## config.mk

```make
export PLATFORM = sky130hd
export DESIGN_NAME = pgt_sqrt_cell
export DESIGN_NICKNAME = d
export VERILOG_FILES = /design/src/rtl/pgt_pkg.sv /design/src/rtl/pgt_sqrt_cell.sv
export SDC_FILE = /design/constraint.sdc
export NUM_CORES = 1
export LEC_CHECK = 0
export BUFFER_PORTS_ARGS = -buffer_cell sky130_fd_sc_hd__buf_4
export CORE_MARGIN = 2
export CORE_UTILIZATION = 35
export CTS_BUF_LIST = sky130_fd_sc_hd__clkbuf_4
export CTS_CLUSTER_DIAMETER = 120
export DETAILED_ROUTE_END_ITERATION = 12
export MAX_ROUTING_LAYER = met4
export PLACE_DENSITY_LB_ADDON = 0.1
export SYNTH_ARGS = -nofsm -noshare
export SYNTH_HDL_FRONTEND = slang
export SYNTH_SLANG_ARGS = --single-unit
```

## constraint.sdc

```tcl
create_clock -name clk_i -period 1 [get_ports clk_i]
set_input_delay 0.2 -clock clk_i [delete_from_list [all_inputs] [get_ports clk_i]]
set_output_delay 0.2 -clock clk_i [all_outputs]
set_load 0.02 [all_outputs]
```

## src/rtl/pgt_pkg.sv

```systemverilog
`timescale 1ns / 1ps
`default_nettype none

package pgt_pkg;

  // Word widths of the transcendental section (fixed by the number format)
  localparam int Y_W        = 32;  // normalized W, Q1.31
  localparam int F_W        = 32;  // log2 fraction bits, one per log cell
  localparam int Q_W        = 32;  // quotient N2/y, Q.24
  localparam int Z_W        = 32;  // root, Q.28
  localparam int T_W        = 6;   // exponent count t
  localparam int H_W        = 5;   // t / 2
  localparam int W_W        = 64;  // normalizer word
  localparam int NORM_STEPS = 6;
  localparam int LOG_CELLS  = 32;
  localparam int DIV_CELLS  = 32;
  localparam int SQRT_CELLS = 32;
  localparam int N_W        = 41;  // -2 ln W in Q.32, doubled when t is odd

  // 2 ln 2 in Q1.30
  localparam logic [30:0] TWO_LN2_Q30 = 31'd1488522236;

  // Largest |x| in Q.32 before scaling
  localparam logic [39:0] X_CAP = 40'hFF_FFFF_FFFF;

  localparam int SAMPLE_W   = 32;
  localparam int MEAN_W     = 32;
  localparam int STD_W      = 24;
  localparam int CFG_IDX_W  = 2;
  localparam int CFG_DATA_W = 32;

  localparam logic [CFG_IDX_W-1:0] CFG_MEAN    = 2'd0;
  localparam logic [CFG_IDX_W-1:0] CFG_STD_DEV = 2'd1;

  localparam logic [STD_W-1:0] STD_DEV_RESET = 24'd65536;

  typedef enum logic [1:0] {
    BUF_EMPTY,
    BUF_FIRST,
    BUF_SECOND
  } pgt_buf_e;

endpackage

`default_nettype wire

```

## src/rtl/pgt_sqrt_cell.sv

```systemverilog
`timescale 1ns / 1ps
`default_nettype none

// One root bit of a digit-by-digit square root; radicand bits enter two at a time.
module pgt_sqrt_cell import pgt_pkg::*; #(
  parameter int SIDE_W = 8
) (
  input  wire logic              clk_i,
  input  wire logic              rst_ni,
  input  wire logic              adv_i,
  input  wire logic              valid_i,
  input  wire logic [SIDE_W-1:0] side_i,
  input  wire logic [Q_W-1:0]    rad_i,
  input  wire logic [Z_W+1:0]    rem_i,
  input  wire logic [Z_W-1:0]    root_i,
  output logic                   valid_o,
  output logic [SIDE_W-1:0]      side_o,
  output logic [Q_W-1:0]         rad_o,
  output logic [Z_W+1:0]         rem_o,
  output logic [Z_W-1:0]         root_o
);

  logic [Z_W+3:0]    rem2;
  logic [Z_W+3:0]    trial;
  logic [Z_W+3:0]    diff;
  logic              rbit;
  logic              valid_q;
  logic [SIDE_W-1:0] side_q;
  logic [Q_W-1:0]    rad_q;
  logic [Z_W+1:0]    rem_q;
  logic [Z_W-1:0]    root_q;

  always_comb begin
    rem2  = {rem_i, rad_i[Q_W-1:Q_W-2]};
    trial = {2'b00, root_i, 2'b01};
    diff  = rem2 - trial;
    rbit  = (rem2 >= trial);
  end

  always_ff @(posedge clk_i or negedge rst_ni) begin
    if (!rst_ni) begin
      valid_q <= 1'b0;
    end else if (adv_i) begin
      valid_q <= valid_i;
    end
  end

  always_ff @(posedge clk_i) begin
    if (adv_i) begin
      side_q <= side_i;
      rad_q  <= {rad_i[Q_W-3:0], 2'b00};
      rem_q  <= rbit ? diff[Z_W+1:0] : rem2[Z_W+1:0];
      root_q <= {root_i[Z_W-2:0], rbit};
    end
  end

  assign valid_o = valid_q;
  assign side_o  = side_q;
  assign rad_o   = rad_q;
  assign rem_o   = rem_q;
  assign root_o  = root_q;

endmodule

`default_nettype wire

```

After elaboration in Yosys (flattened, before gate mapping)
Index checks and enable logic that the tools add are counted.
{"block": "totals", "register_bits": 105, "inputBits": 110, "output_inout_bits": 107}
{"block": "classes", "n_addsub": 1, "magnitude_cmp": 1, "mux": 1}
{"op": "greater-or-equal comparator 36 x 34 -> 1 bit", "n": 1}
{"op": "2-to-1 mux 34 bit", "n": 1}
{"op": "subtractor 34 bit", "n": 1}

Depth between registers and ports, before layout
Gate-level depths: netlist of run 1.
{"block": "depth", "depth_word": 2, "depth_mapped": 13}

Worst setup path before layout of run 1
OpenSTA, ideal clock, no wires.
{"block": "synth_path", "kind": "in2reg", "from": "in root_i[9]", "to": "reg rem_q[27], in the netlist rem_o[27], data pin", "arrival_time_ns": 2.182, "required_ns": 0.740, "slack_ns": -1.443, "stages": 10, "path_buffers": 0, "cell_sequence": "inv_1 -> ha_1 -> a21o_1 -> a31o_1 -> a211oi_4 -> o211ai_2 -> a21bo_2 -> mux2i_1 -> o221ai_1 -> mux2_4"}
{"block": "synth_between", "elab_chain_cells": 2}
{"item": "start: declaration", "line_no": "pgt_sqrt_cell.sv:15", "source": "input wire logic [Z_W-1:0] root_i,"}
{"item": "subtractor 34 bit or greater-or-equal comparator 36 x 34 -> 1 bit (tied branches)", "line_no": "pgt_sqrt_cell.sv:36, pgt_sqrt_cell.sv:37"}
{"item": "2-to-1 mux 34 bit *", "line_no": "pgt_sqrt_cell.sv:52", "source": "rem_q <= rbit ? diff[Z_W+1:0] : rem2[Z_W+1:0];"}
{"item": "end signal: assignment", "line_no": "pgt_sqrt_cell.sv:52"}
{"item": "end: declaration", "line_no": "pgt_sqrt_cell.sv:30", "source": "logic [Z_W+1:0] rem_q;"}
Every way passes the cells marked *; elsewhere a longest branch is shown, timed or not.
A chain may end at the register's enable or synchronous reset.

Worst setup path in the final report of run 1
{"block": "layout_path", "from": "in root_i[16]", "to": "reg rem_q[27], in the netlist rem_o[27], data pin"}
{"block": "layout_between", "elab_chain_cells": 2}
{"item": "greater-or-equal comparator 36 x 34 -> 1 bit", "line_no": "pgt_sqrt_cell.sv:37", "source": "rbit = (rem2 >= trial);"}
{"item": "net rbit", "line_no": "pgt_sqrt_cell.sv:26", "source": "logic rbit;"}
{"item": "2-to-1 mux 34 bit", "line_no": "pgt_sqrt_cell.sv:52"}
The timed path passes the listed nets, and every way through them passes these cells.

==> results of run 1 <==
per-layer routing:
layer / track usage (%) / up-vias / wire (µm) / share of wire [%]
li1: - / 2704 / - / -
met1: 25.2 / 2591 / 7530 / 41
met2: 38.1 / 160 / 9380 / 52
met3: 3.62 / 18 / 1010 / 5.6
met4: 6.57 / 0 / 258 / 1.4
met5: - / - / 0 / 0
cells by family (layout without fill, tap and decap cells):
logic type	count (synthesis)	count (layout)	synth area share (%)
AOI/OAI and AO/OA	133	134	16.6
muxes	6	6	1.18
buffers and inverters	59	523	4.58
DFF	105	105	55.9
and+or+nand+nor	120	120	9.96
other	1	3	0.0666
xor gates and xnor gates	27	27	4.20
adders and majority gates	34	34	7.56
cells in the mapped netlist (5+ instances only):
library cell and n:
a21o_1 19, a21oi_1 28, buf_2 6, edfxtp_1 104
ha_1 34, inv_1 42, nand2_1 58, nand2b_1 5
nand3_1 6, nand4_1 6, nor2_1 18, nor3_1 10
o21ai_0 41, xnor2_1 14, xor2_1 13
metrics by stage:
| stage | instance area [µm²] | instances | worst slack, ns | hold slack (ns) | utilization, % |
|---|---|---|---|---|---|
| 2_1_floorplan | 6010 | 486 | -1.30 | -0.0956 | - |
| 3_3_place_gp | 8740 | 1027 | -1.66 | -0.0244 | 55.2 |
| 3_5_place_dp | 8740 | 1027 | -1.69 | -0.0238 | 55.2 |
| 4_1_cts | 10900 | 1161 | -0.953 | 0.00226 | 68.6 |
| 5_1_grt | 11200 | 1168 | -1.08 | 0.00291 | 70.5 |
| 6_report | 11200 | 1168 | -1.00 | 0.0207 | 70.5 |
report_power, final:
group	internal, mW	switching (mW)	total (mW)
sequential	5.42	0.213	5.63
combinational	3.02	2.45	5.47
clock	0.835	1.58	2.41
total	9.27	4.24	13.5
worst paths after layout:
check / startpoint / end / slack (ns) / cells after the start
setup / recovery: root_i[16] / rem_o[27] / -1.00 / 11
hold reg to reg: valid_o / valid_o / 0.57 / 1
setup reg to reg: valid_o / valid_o / 0.22 / 1
hold / removal: rem_i[27] / rem_o[29] / 0.02 / 3
min in group asynchronous: rst_ni / valid_o / 0.53 / 3
max in group asynchronous: rst_ni / valid_o / 0.37 / 3
sequential cells by signal, indices dropped and copies added (netlist names):
signal   flops
rem_o       34
root_o      32
rad_o       30
side_o       8
valid_o      1
critical path, cell delays in order:
cell      delay (ns)
buf_4           0.11
inv_1           0.08
ha_4            0.21
and2_4          0.16
a221oi_2        0.25
o31a_1          0.26
o221ai_4        0.13
a211oi_4        0.22
o21a_4          0.26
clkinv_4        0.09
mux2_4          0.29
repair_timing:
item                                    CTS  global route
endpoints found under the hold margin    92             0
setup buffers                            20             7
hold buffers                             93             0
pin swaps                                38            13
endpoints found under the setup margin  140           140
gates cloned                              6             0
resized for setup                       189            51
cell type report:
cell class,instances,area share [%]
sequential,105,28.2
multi-input combinational,323,26.1
clock buffer,10,0.673
clock inverter,6,0.696
tap,216,2.42
inverter,43,1.94
antenna,1,0.0224
timing repair buffer,464,39.9
==> impl_metrics.env, run 1 <==
export IMPL_drt_iter0_drc=195
export IMPL_io_buffers=214
export IMPL_synthDistinctLibCells=64
export IMPL_start_kind="primary input"
export IMPL_path_class="in2reg"
export IMPL_skew_ns=0
export IMPL_final_common_cell="buf_4"
export IMPL_dpl_hpwl_um=12400
export IMPL_finalWorstSetupSlack_ns=-1.00
export IMPL_final_nets=1090
export IMPL_globalRouteTotalUtil_pct=21.6
export IMPL_clock_latency_ns=0.48
export IMPL_synthTopCellsByArea="edfxtp_1 (55%), ha_1 (7.6%), nand2_1 (3.9%)"
export IMPL_cap_viol_max_count=0
export IMPL_crit_required_ns=1.26
export IMPL_core_area_um2=15800
export IMPL_finalSetupViolations=140
export IMPL_synth_async_reset_ratio_pct=0.952
export IMPL_maxSlewViolCount=0
export IMPL_synth_top_cell_by_area="edfxtp_1"
export IMPL_yosysSeqAreaShare_pct=55.9
export IMPL_synth_edf_count=104
export IMPL_arrival_ns=2.26
export IMPL_fin_crit_sh_pct=200
export IMPL_grt_max_degree=24
export IMPL_root_buffer="clkbuf_4"
export IMPL_crit_path_end_kind="flop"
export IMPL_violations="setup timing"
export IMPL_rows=46
export IMPL_num_vias=5473
export IMPL_fin_crit_ns=2.00
export IMPL_ant_nets=0
export IMPL_grt_pass1_wl_um=28000
export IMPL_p_per_area_nw_per_um2=1210
export IMPL_wl_per_cell_um=15.6
export IMPL_seqCellArea_um2=3150
export IMPL_crit_fanout=5
export IMPL_grt_pass1_vias=5718
export IMPL_synth_area_per_cell_um2=11.6
export IMPL_place_congestion=0.870
export IMPL_drt_first_pass_iters=4
export IMPL_synth_top_area_share_pct=55.5
export IMPL_die_w_um=131
export IMPL_syn_area_um2=5630
export IMPL_syn2layout_area_growth_pct=98.1
export IMPL_cts_path_max_buffers=2
export IMPL_multiInputGateArea_um2=2910
export IMPL_overflow=0
export IMPL_synth_cells=485
export IMPL_cts_tree="done"
export IMPL_tns_ns=-58.78
export IMPL_drc_errors=0
export IMPL_status="finished, violations left"
export IMPL_io_pins=217
export IMPL_cts_num_sinks=105
export IMPL_finalHoldViolCount=0
export IMPL_yosys_warnings=0
export IMPL_fp_dieH_um=131
export IMPL_synth_top_flop_cell="edfxtp_1"
export IMPL_peakVddDrop_mv=0.840
export IMPL_via_per_inst=4.69
export IMPL_drt_total_wl_um=18200
export IMPL_initial_core_util_pct=35.6
export IMPL_synth_seq_cells=105
export IMPL_cts_buffers=9
export IMPL_die_area_um2=17100
export IMPL_clkSlewWorstSetupHoldPaths_ns=0.16
export IMPL_hold_class="in2reg"
export IMPL_p_leak_nw=4.84
export IMPL_drive_above_1_share_pct=54.3
export IMPL_cts_max_level=3
export IMPL_max_freq_mhz=499
export IMPL_rsz0062_at_grt="yes"
export IMPL_layout_common_cells="buf_4 (230), buf_6 (118), edfxtp_1 (104)"
export IMPL_fillers=1172
export IMPL_total_power_mw=13.5
export IMPL_antenna_found_initial=1
Power figures use the tool's default switching activity.
==> inputs of run 2 (changes only) <==
--- a/config.mk
+++ b/config.mk
@@ -7,7 +7,7 @@
 export LEC_CHECK = 0
 export BUFFER_PORTS_ARGS = -buffer_cell sky130_fd_sc_hd__buf_4
 export CORE_MARGIN = 2
-export CORE_UTILIZATION = 35
+export CORE_UTILIZATION = 51
 export CTS_BUF_LIST = sky130_fd_sc_hd__clkbuf_4
 export CTS_CLUSTER_DIAMETER = 120
 export DETAILED_ROUTE_END_ITERATION = 12
==> impl_metrics.env, run 2 <==
export IMPL_status="did not finish"
export IMPL_stop_stage="global routing"
export IMPL_error_line="[ERROR DPL-0038] Utilization greater than 100%, impossible to legalize"
export IMPL_rows=38
export IMPL_synth_top_flop_cell="edfxtp_1"
export IMPL_synth_edf_count=104
export IMPL_initial_core_util_pct=52.2
export IMPL_yosysSeqAreaShare_pct=55.9
export IMPL_synth_seq_cells=105
export IMPL_synthTopCellsByCount="edfxtp_1 (104), nand2_1 (58), inv_1 (42), o21ai_0 (41), ha_1 (34)"
export IMPL_synth_top_cell_by_area="edfxtp_1"
export IMPL_cts_buffers=9
export IMPL_cts_path_max_buffers=2
export IMPL_synth_most_common_cell="edfxtp_1"
export IMPL_worstEndpointType="register data pin"
export IMPL_grt_worst_endpoint="rem_o[27]$_DFFE_PP_/D"
export IMPL_place_area_um2=8560
export IMPL_place_congestion=0.933
export IMPL_cts_num_sinks=105
export IMPL_io_pins=217
export IMPL_syn_area_um2=5630
export IMPL_die_w_um=109
export IMPL_synthTopCellsByArea="edfxtp_1 (55%), ha_1 (7.6%), nand2_1 (3.9%)"
export IMPL_synthDistinctLibCells=64
export IMPL_synth_area_per_cell_um2=11.6
export IMPL_root_buffer="clkbuf_4"
export IMPL_synth_top_area_share_pct=55.5
export IMPL_grt_max_degree=41
export IMPL_fp_dieH_um=109
export IMPL_placed_cells=942
export IMPL_dpl_hpwl_um=12700
export IMPL_synth_cells=485
export IMPL_cts_max_level=3
export IMPL_synth_async_reset_ratio_pct=0.952
export IMPL_yosys_warnings=0
export IMPL_io_buffers=214
export IMPL_dp_worst_setup_slack_ns=-1.61
## run 2: cell counts after synthesis
Identical to the previous run, type by type.
## run 2: what timing repair did
item / in CTS
resized for setup: 169
gates cloned: 2
hold buffers: 72
setup endpoints to repair: 140
endpoints found under the hold margin: 72
pin swaps: 38
buffers inserted: 18
## run 2: cells by family after synthesis
group	after synthesis	synth area share, %
and+or+nand+nor	120	9.96
xor gates and xnor gates	27	4.20
DFF	105	55.9
AOI/OAI and AO/OA	133	16.6
muxes	6	1.18
other	1	0.0666
buffers and inverters	59	4.58
adders and majority gates	34	7.56
## run 2: metrics by stage
stage          setup TNS, ns  util (%)
4_1_cts               -57.33      94.8
3_3_place_gp          -52.58      79.3
2_1_floorplan         -40.08         -
3_5_place_dp          -54.09      79.3
==> inputs of run 3 (changes only) <==
==> config.mk (replaced) <==
export PLATFORM = sky130hd
export DESIGN_NAME = pgt_sqrt_cell
export DESIGN_NICKNAME = d
export VERILOG_FILES = /design/src/rtl/pgt_pkg.sv /design/src/rtl/pgt_sqrt_cell.sv
export SDC_FILE = /design/constraint.sdc
export NUM_CORES = 1
export LEC_CHECK = 0
export BUFFER_PORTS_ARGS = -buffer_cell sky130_fd_sc_hd__buf_4
export CORE_MARGIN = 2
export CORE_UTILIZATION = 38
export DETAILED_ROUTE_END_ITERATION = 12
export PLACE_DENSITY_LB_ADDON = 0.15
export SYNTH_ARGS = -nofsm -noshare
export SYNTH_HDL_FRONTEND = slang
export SYNTH_SLANG_ARGS = --single-unit
==> impl_metrics.env, run 3 (synthesized netlist as in run 1, its figures left out) <==
export IMPL_status="finished, violations left"
export IMPL_violations="setup timing"
export IMPL_p_leak_nw=4.55
export IMPL_crit_required_ns=1.17
export IMPL_finalWorstSetupSlack_ns=-1.18
export IMPL_rsz0062_at_grt="yes"
export IMPL_dpl_hpwl_um=12100
export IMPL_total_power_mw=14.3
export IMPL_io_buffers=214
export IMPL_instances_no_fill=1031
export IMPL_overflow=0
export IMPL_whs_ns=0.0146
export IMPL_ant_nets=0
export IMPL_fp_dieH_um=126
export IMPL_drt_iter0_drc=264
export IMPL_drc_errors=0
export IMPL_root_buffer="clkbuf_16"
export IMPL_tns_ns=-47.78
export IMPL_place_congestion=0.840
export IMPL_die_area_um2=15800
export IMPL_grt_pass1_vias=5348
export IMPL_multiInputGateArea_um2=2970
export IMPL_finalSetupViolations=140
export IMPL_finalHoldViolCount=0
export IMPL_fin_crit_sh_pct=218
export IMPL_cts_num_sinks=105
export IMPL_max_freq_mhz=459
export IMPL_skew_ns=0
export IMPL_syn2layout_area_growth_pct=82.7
export IMPL_wl_per_cell_um=16.7
export IMPL_clock_latency_ns=0.35
export IMPL_seqCellArea_um2=3150
export IMPL_final_nets=986
export IMPL_grt_pass1_wl_um=26400
export IMPL_core_area_um2=14500
export IMPL_maxSlewViolCount=0
export IMPL_die_w_um=126
export IMPL_arrival_ns=2.35
export IMPL_antenna_cells=0
export IMPL_drt_first_pass_iters=4
export IMPL_crit_path_end_kind="flop"
export IMPL_dp_worst_setup_slack_ns=-1.62
export IMPL_cap_viol_max_count=0
export IMPL_cts_tree="done"
export IMPL_peakVddDrop_mv=1.17
export IMPL_antenna_found_initial=0
export IMPL_fin_util_pct=71.0
export IMPL_cts_max_level=3
export IMPL_hold_class="in2reg"
export IMPL_fillers=1057
export IMPL_start_kind="primary input"
export IMPL_placed_cells=984
export IMPL_rows=44
export IMPL_p_per_area_nw_per_um2=1390
export IMPL_num_vias=5136
export IMPL_drt_total_wl_um=17200
export IMPL_drive_above_1_share_pct=60.9
export IMPL_largest_register_ffs=34
export IMPL_cts_buffers=9
export IMPL_initial_core_util_pct=38.9
export IMPL_final_common_cell="buf_4"
export IMPL_clkSlewWorstSetupHoldPaths_ns=0.08
export IMPL_layout_common_cells="buf_4 (218), buf_6 (122), edfxtp_1 (104)"
export IMPL_io_pins=217
export IMPL_fin_crit_ns=2.18
export IMPL_place_area_um2=8600
export IMPL_globalRouteTotalUtil_pct=20.9
export IMPL_crit_fanout=5
export IMPL_grt_max_degree=40
export IMPL_cts_path_max_buffers=2
export IMPL_path_class="in2reg"
export IMPL_final_cell_area_um2=10300
export IMPL_via_per_inst=4.98
[run 3: routing by layer]
layer / routed length [µm] / GRT usage (%) / vias to the layer above / part of all wire (%)
met5: 0 / 0 / - / 0
met4: 274 / 6.67 / 0 / 1.6
met3: 1020 / 3.74 / 21 / 6.0
met2: 8830 / 36.2 / 180 / 51
met1: 7040 / 26.6 / 2442 / 41
li1: - / - / 2493 / -
[run 3: path summary, 6_finish.rpt]
path	start	endpoint	slack (ns)	cells after the start
hold / removal	rad_i[14]	rad_o[16]	0.01	1
hold reg to reg	valid_o	valid_o	0.57	1
setup / recovery	root_i[9]	rem_o[33]	-1.18	12
setup reg to reg	valid_o	valid_o	0.22	1
max in group asynchronous	rst_ni	valid_o	0.76	2
min in group asynchronous	rst_ni	valid_o	0.16	2
[run 3: timing repair]
item,CTS,global route
endpoints found under the setup margin,140,140
hold buffers,1,0
gates resized for setup,190,76
hold endpoints to repair,1,0
buffers inserted,18,6
pin swaps,38,40
gates cloned,5,2
[run 3: layout make-up]
class | count | area share, %
tap | 184 | 2.24
timing repair buffer | 361 | 33.4
clock inverter | 6 | 0.596
clock buffer | 10 | 2.23
multi-input combinational | 322 | 28.9
inverter | 43 | 2.13
sequential | 105 | 30.6
[run 3: critical path: stages]
cell       delay [ns]
buf_12           0.09
inv_12           0.03
ha_4             0.28
buf_6            0.10
nand4_1          0.14
nor2_2           0.18
a211oi_4         0.07
buf_4            0.15
a2111oi_4        0.43
o41ai_4          0.12
and4b_1          0.23
o41ai_2          0.32
[run 3: where the power goes]
group	leakage (nW)	switching [mW]	total, mW	internal, mW
registers	1.03	0.223	5.65	5.42
clock network	0.138	1.74	3.49	1.75
logic	3.38	2.41	5.15	2.74
==> inputs of run 4 (changes only) <==
--- a/config.mk
+++ b/config.mk
@@ -10,6 +10,7 @@
 export CORE_UTILIZATION = 38
 export DETAILED_ROUTE_END_ITERATION = 12
 export PLACE_DENSITY_LB_ADDON = 0.15
+export REMOVE_ABC_BUFFERS = 1
 export SYNTH_ARGS = -nofsm -noshare
 export SYNTH_HDL_FRONTEND = slang
 export SYNTH_SLANG_ARGS = --single-unit
==> impl_metrics.env, run 4 (synthesized netlist as in run 1, its figures left out) <==
export IMPL_grt_use_met2_pct=37.7
export IMPL_drt_total_wl_um=17200
export IMPL_largest_register_ffs=34
export IMPL_status="finished, violations left"
export IMPL_drc_errors=0
export IMPL_gr_usage_met3_pct=5.10
export IMPL_cts_buffers=9
export IMPL_final_nets=984
export IMPL_cts_num_sinks=105
export IMPL_finalSetupViolations=140
export IMPL_die_w_um=126
export IMPL_fin_crit_sh_pct=218
export IMPL_max_freq_mhz=458
export IMPL_skew_ns=0
export IMPL_dpl_hpwl_um=12500
export IMPL_drt_first_pass_iters=6
export IMPL_io_buffers=214
export IMPL_final_common_cell="buf_4"
export IMPL_cap_viol_max_count=0
export IMPL_path_class="in2reg"
export IMPL_via_per_inst=5.01
export IMPL_antenna_cells=0
export IMPL_fp_dieH_um=126
export IMPL_start_kind="primary input"
export IMPL_drt_iter0_drc=275
export IMPL_drive_above_1_share_pct=60.8
export IMPL_cts_max_level=3
export IMPL_cts_path_max_buffers=2
export IMPL_cts_tree="done"
export IMPL_arrival_ns=2.29
export IMPL_grt_pass1_vias=5401
export IMPL_antenna_found_initial=0
export IMPL_finalWorstSetupSlack_ns=-1.18
export IMPL_place_congestion=0.900
export IMPL_whs_ns=0.0207
export IMPL_hold_class="in2reg"
export IMPL_tns_ns=-48.93
export IMPL_clock_latency_ns=0.35
export IMPL_crit_fanout=7
export IMPL_syn2layout_area_growth_pct=81.6
export IMPL_clkSlewWorstSetupHoldPaths_ns=0.08
export IMPL_initial_core_util_pct=38.9
export IMPL_globalRouteTotalUtil_pct=21.5
export IMPL_layout_common_cells="buf_4 (218), buf_6 (119), edfxtp_1 (104)"
export IMPL_ant_nets=0
export IMPL_grt_busiest_layer="met2"
export IMPL_crit_required_ns=1.11
export IMPL_p_leak_nw=4.48
export IMPL_grt_pass1_wl_um=27200
export IMPL_cp_cell_sequence="buf_8 -> ha_4 -> a21o_4 -> a221oi_4 -> o31a_1 -> o221ai_4 -> a211oi_2 -> o21a_4 -> clkinv_4 -> mux2_4"
export IMPL_maxSlewViolCount=0
export IMPL_cp_slowest_stage_delay_ns=0.30
export IMPL_num_vias=5159
export IMPL_rsz0062_at_grt="yes"
export IMPL_grt_util_met1_pct=26.2
export IMPL_peakVddDrop_mv=0.768
export IMPL_io_pins=217
export IMPL_crit_path_end_kind="flop"
export IMPL_rows=44
export IMPL_final_cell_area_um2=10200
export IMPL_overflow=0
export IMPL_finalHoldViolCount=0
export IMPL_place_area_um2=8300
export IMPL_p_per_area_nw_per_um2=1430
export IMPL_die_area_um2=15800
export IMPL_root_buffer="clkbuf_16"
export IMPL_fin_crit_ns=2.18
export IMPL_core_area_um2=14500
export IMPL_wl_per_cell_um=16.8
export IMPL_total_power_mw=14.6
export IMPL_crit_path_top_delay_cell="mux2_4"
export IMPL_violations="setup timing"
export IMPL_grt_max_degree=53
run 4: changes by cell type in the layout (fill, tap and decap cells not counted), moves of 3 or more:
cell | previous run | this run
o21ai_2 | 22 | 26
buf_6 | 122 | 119
inv_12 | 3 | 0
nand2_2 | 8 | 16
nand2_1 | 32 | 35
o21ai_4 | 1 | 4
nand2_4 | 18 | 7
o21ai_1 | 12 | 4
inv_1 | 26 | 32
xnor2_2 | 0 | 3
run 4: final cells by class:
type | instances | area [µm²]
clock buffer | 9 | 225
clock inverter | 7 | 97.6
fill | 1052 | 4250
inverter | 43 | 179
multi-input combinational | 322 | 2930
sequential | 105 | 3150
tap | 184 | 230
timing repair buffer | 359 | 3410
run 4: power by group:
part           total, mW  switching, mW  internal [mW]  leakage [nW]
Combinational       5.19           2.40           2.79          3.30
Clock               3.79           1.77           2.02         0.157
Sequential          5.65          0.225           5.42          1.03
run 4: metrics by stage:
stage / worst slack (ns) / std cells / util [%]
6_report: -1.18 / 1029 / 70.6
5_1_grt: -1.27 / 1029 / 70.6
4_1_cts: -1.17 / 1023 / 68.6
3_5_place_dp: -1.77 / 983 / 57.3
3_3_place_gp: -1.71 / 983 / 57.3
2_1_floorplan: -2.43 / 470 / -
run 4: final timing paths:
kind | startpoint | endpoint | slack [ns] | cells past startpoint
worst max-delay path | rem_i[15] | rem_o[27] | -1.18 | 10
worst min-delay path | root_i[7] | root_o[8] | 0.02 | 1
worst max register to register | valid_o | valid_o | 0.23 | 1
worst min register to register | valid_o | valid_o | 0.55 | 1
max in group asynchronous | rst_ni | valid_o | 0.74 | 2
min in group asynchronous | rst_ni | valid_o | 0.18 | 2
run 4: critical path: cells and delay by family:
kind,cells,cell delay (ns)
compound gates,6,1.37
fa+ha+maj,1,0.23
buf+inv,2,0.18
mux,1,0.30
run 4: what timing repair did:
action | 4_1_cts | 5_1_grt
setup buffers | 18 | 6
pin swaps | 53 | 56
hold endpoints to repair | 1 | 0
setup endpoints to repair | 140 | 140
cloned | 5 | 0
gates resized for setup | 264 | 60
hold buffers | 1 | 0
run 4: routing by layer:
layer,part of all wire [%],wire (µm),vias to the layer above
li1,-,-,2494
met1,40,6920,2451
met2,52,8900,187
met3,6.2,1070,27
met4,2.0,340,0
met5,0,0,-
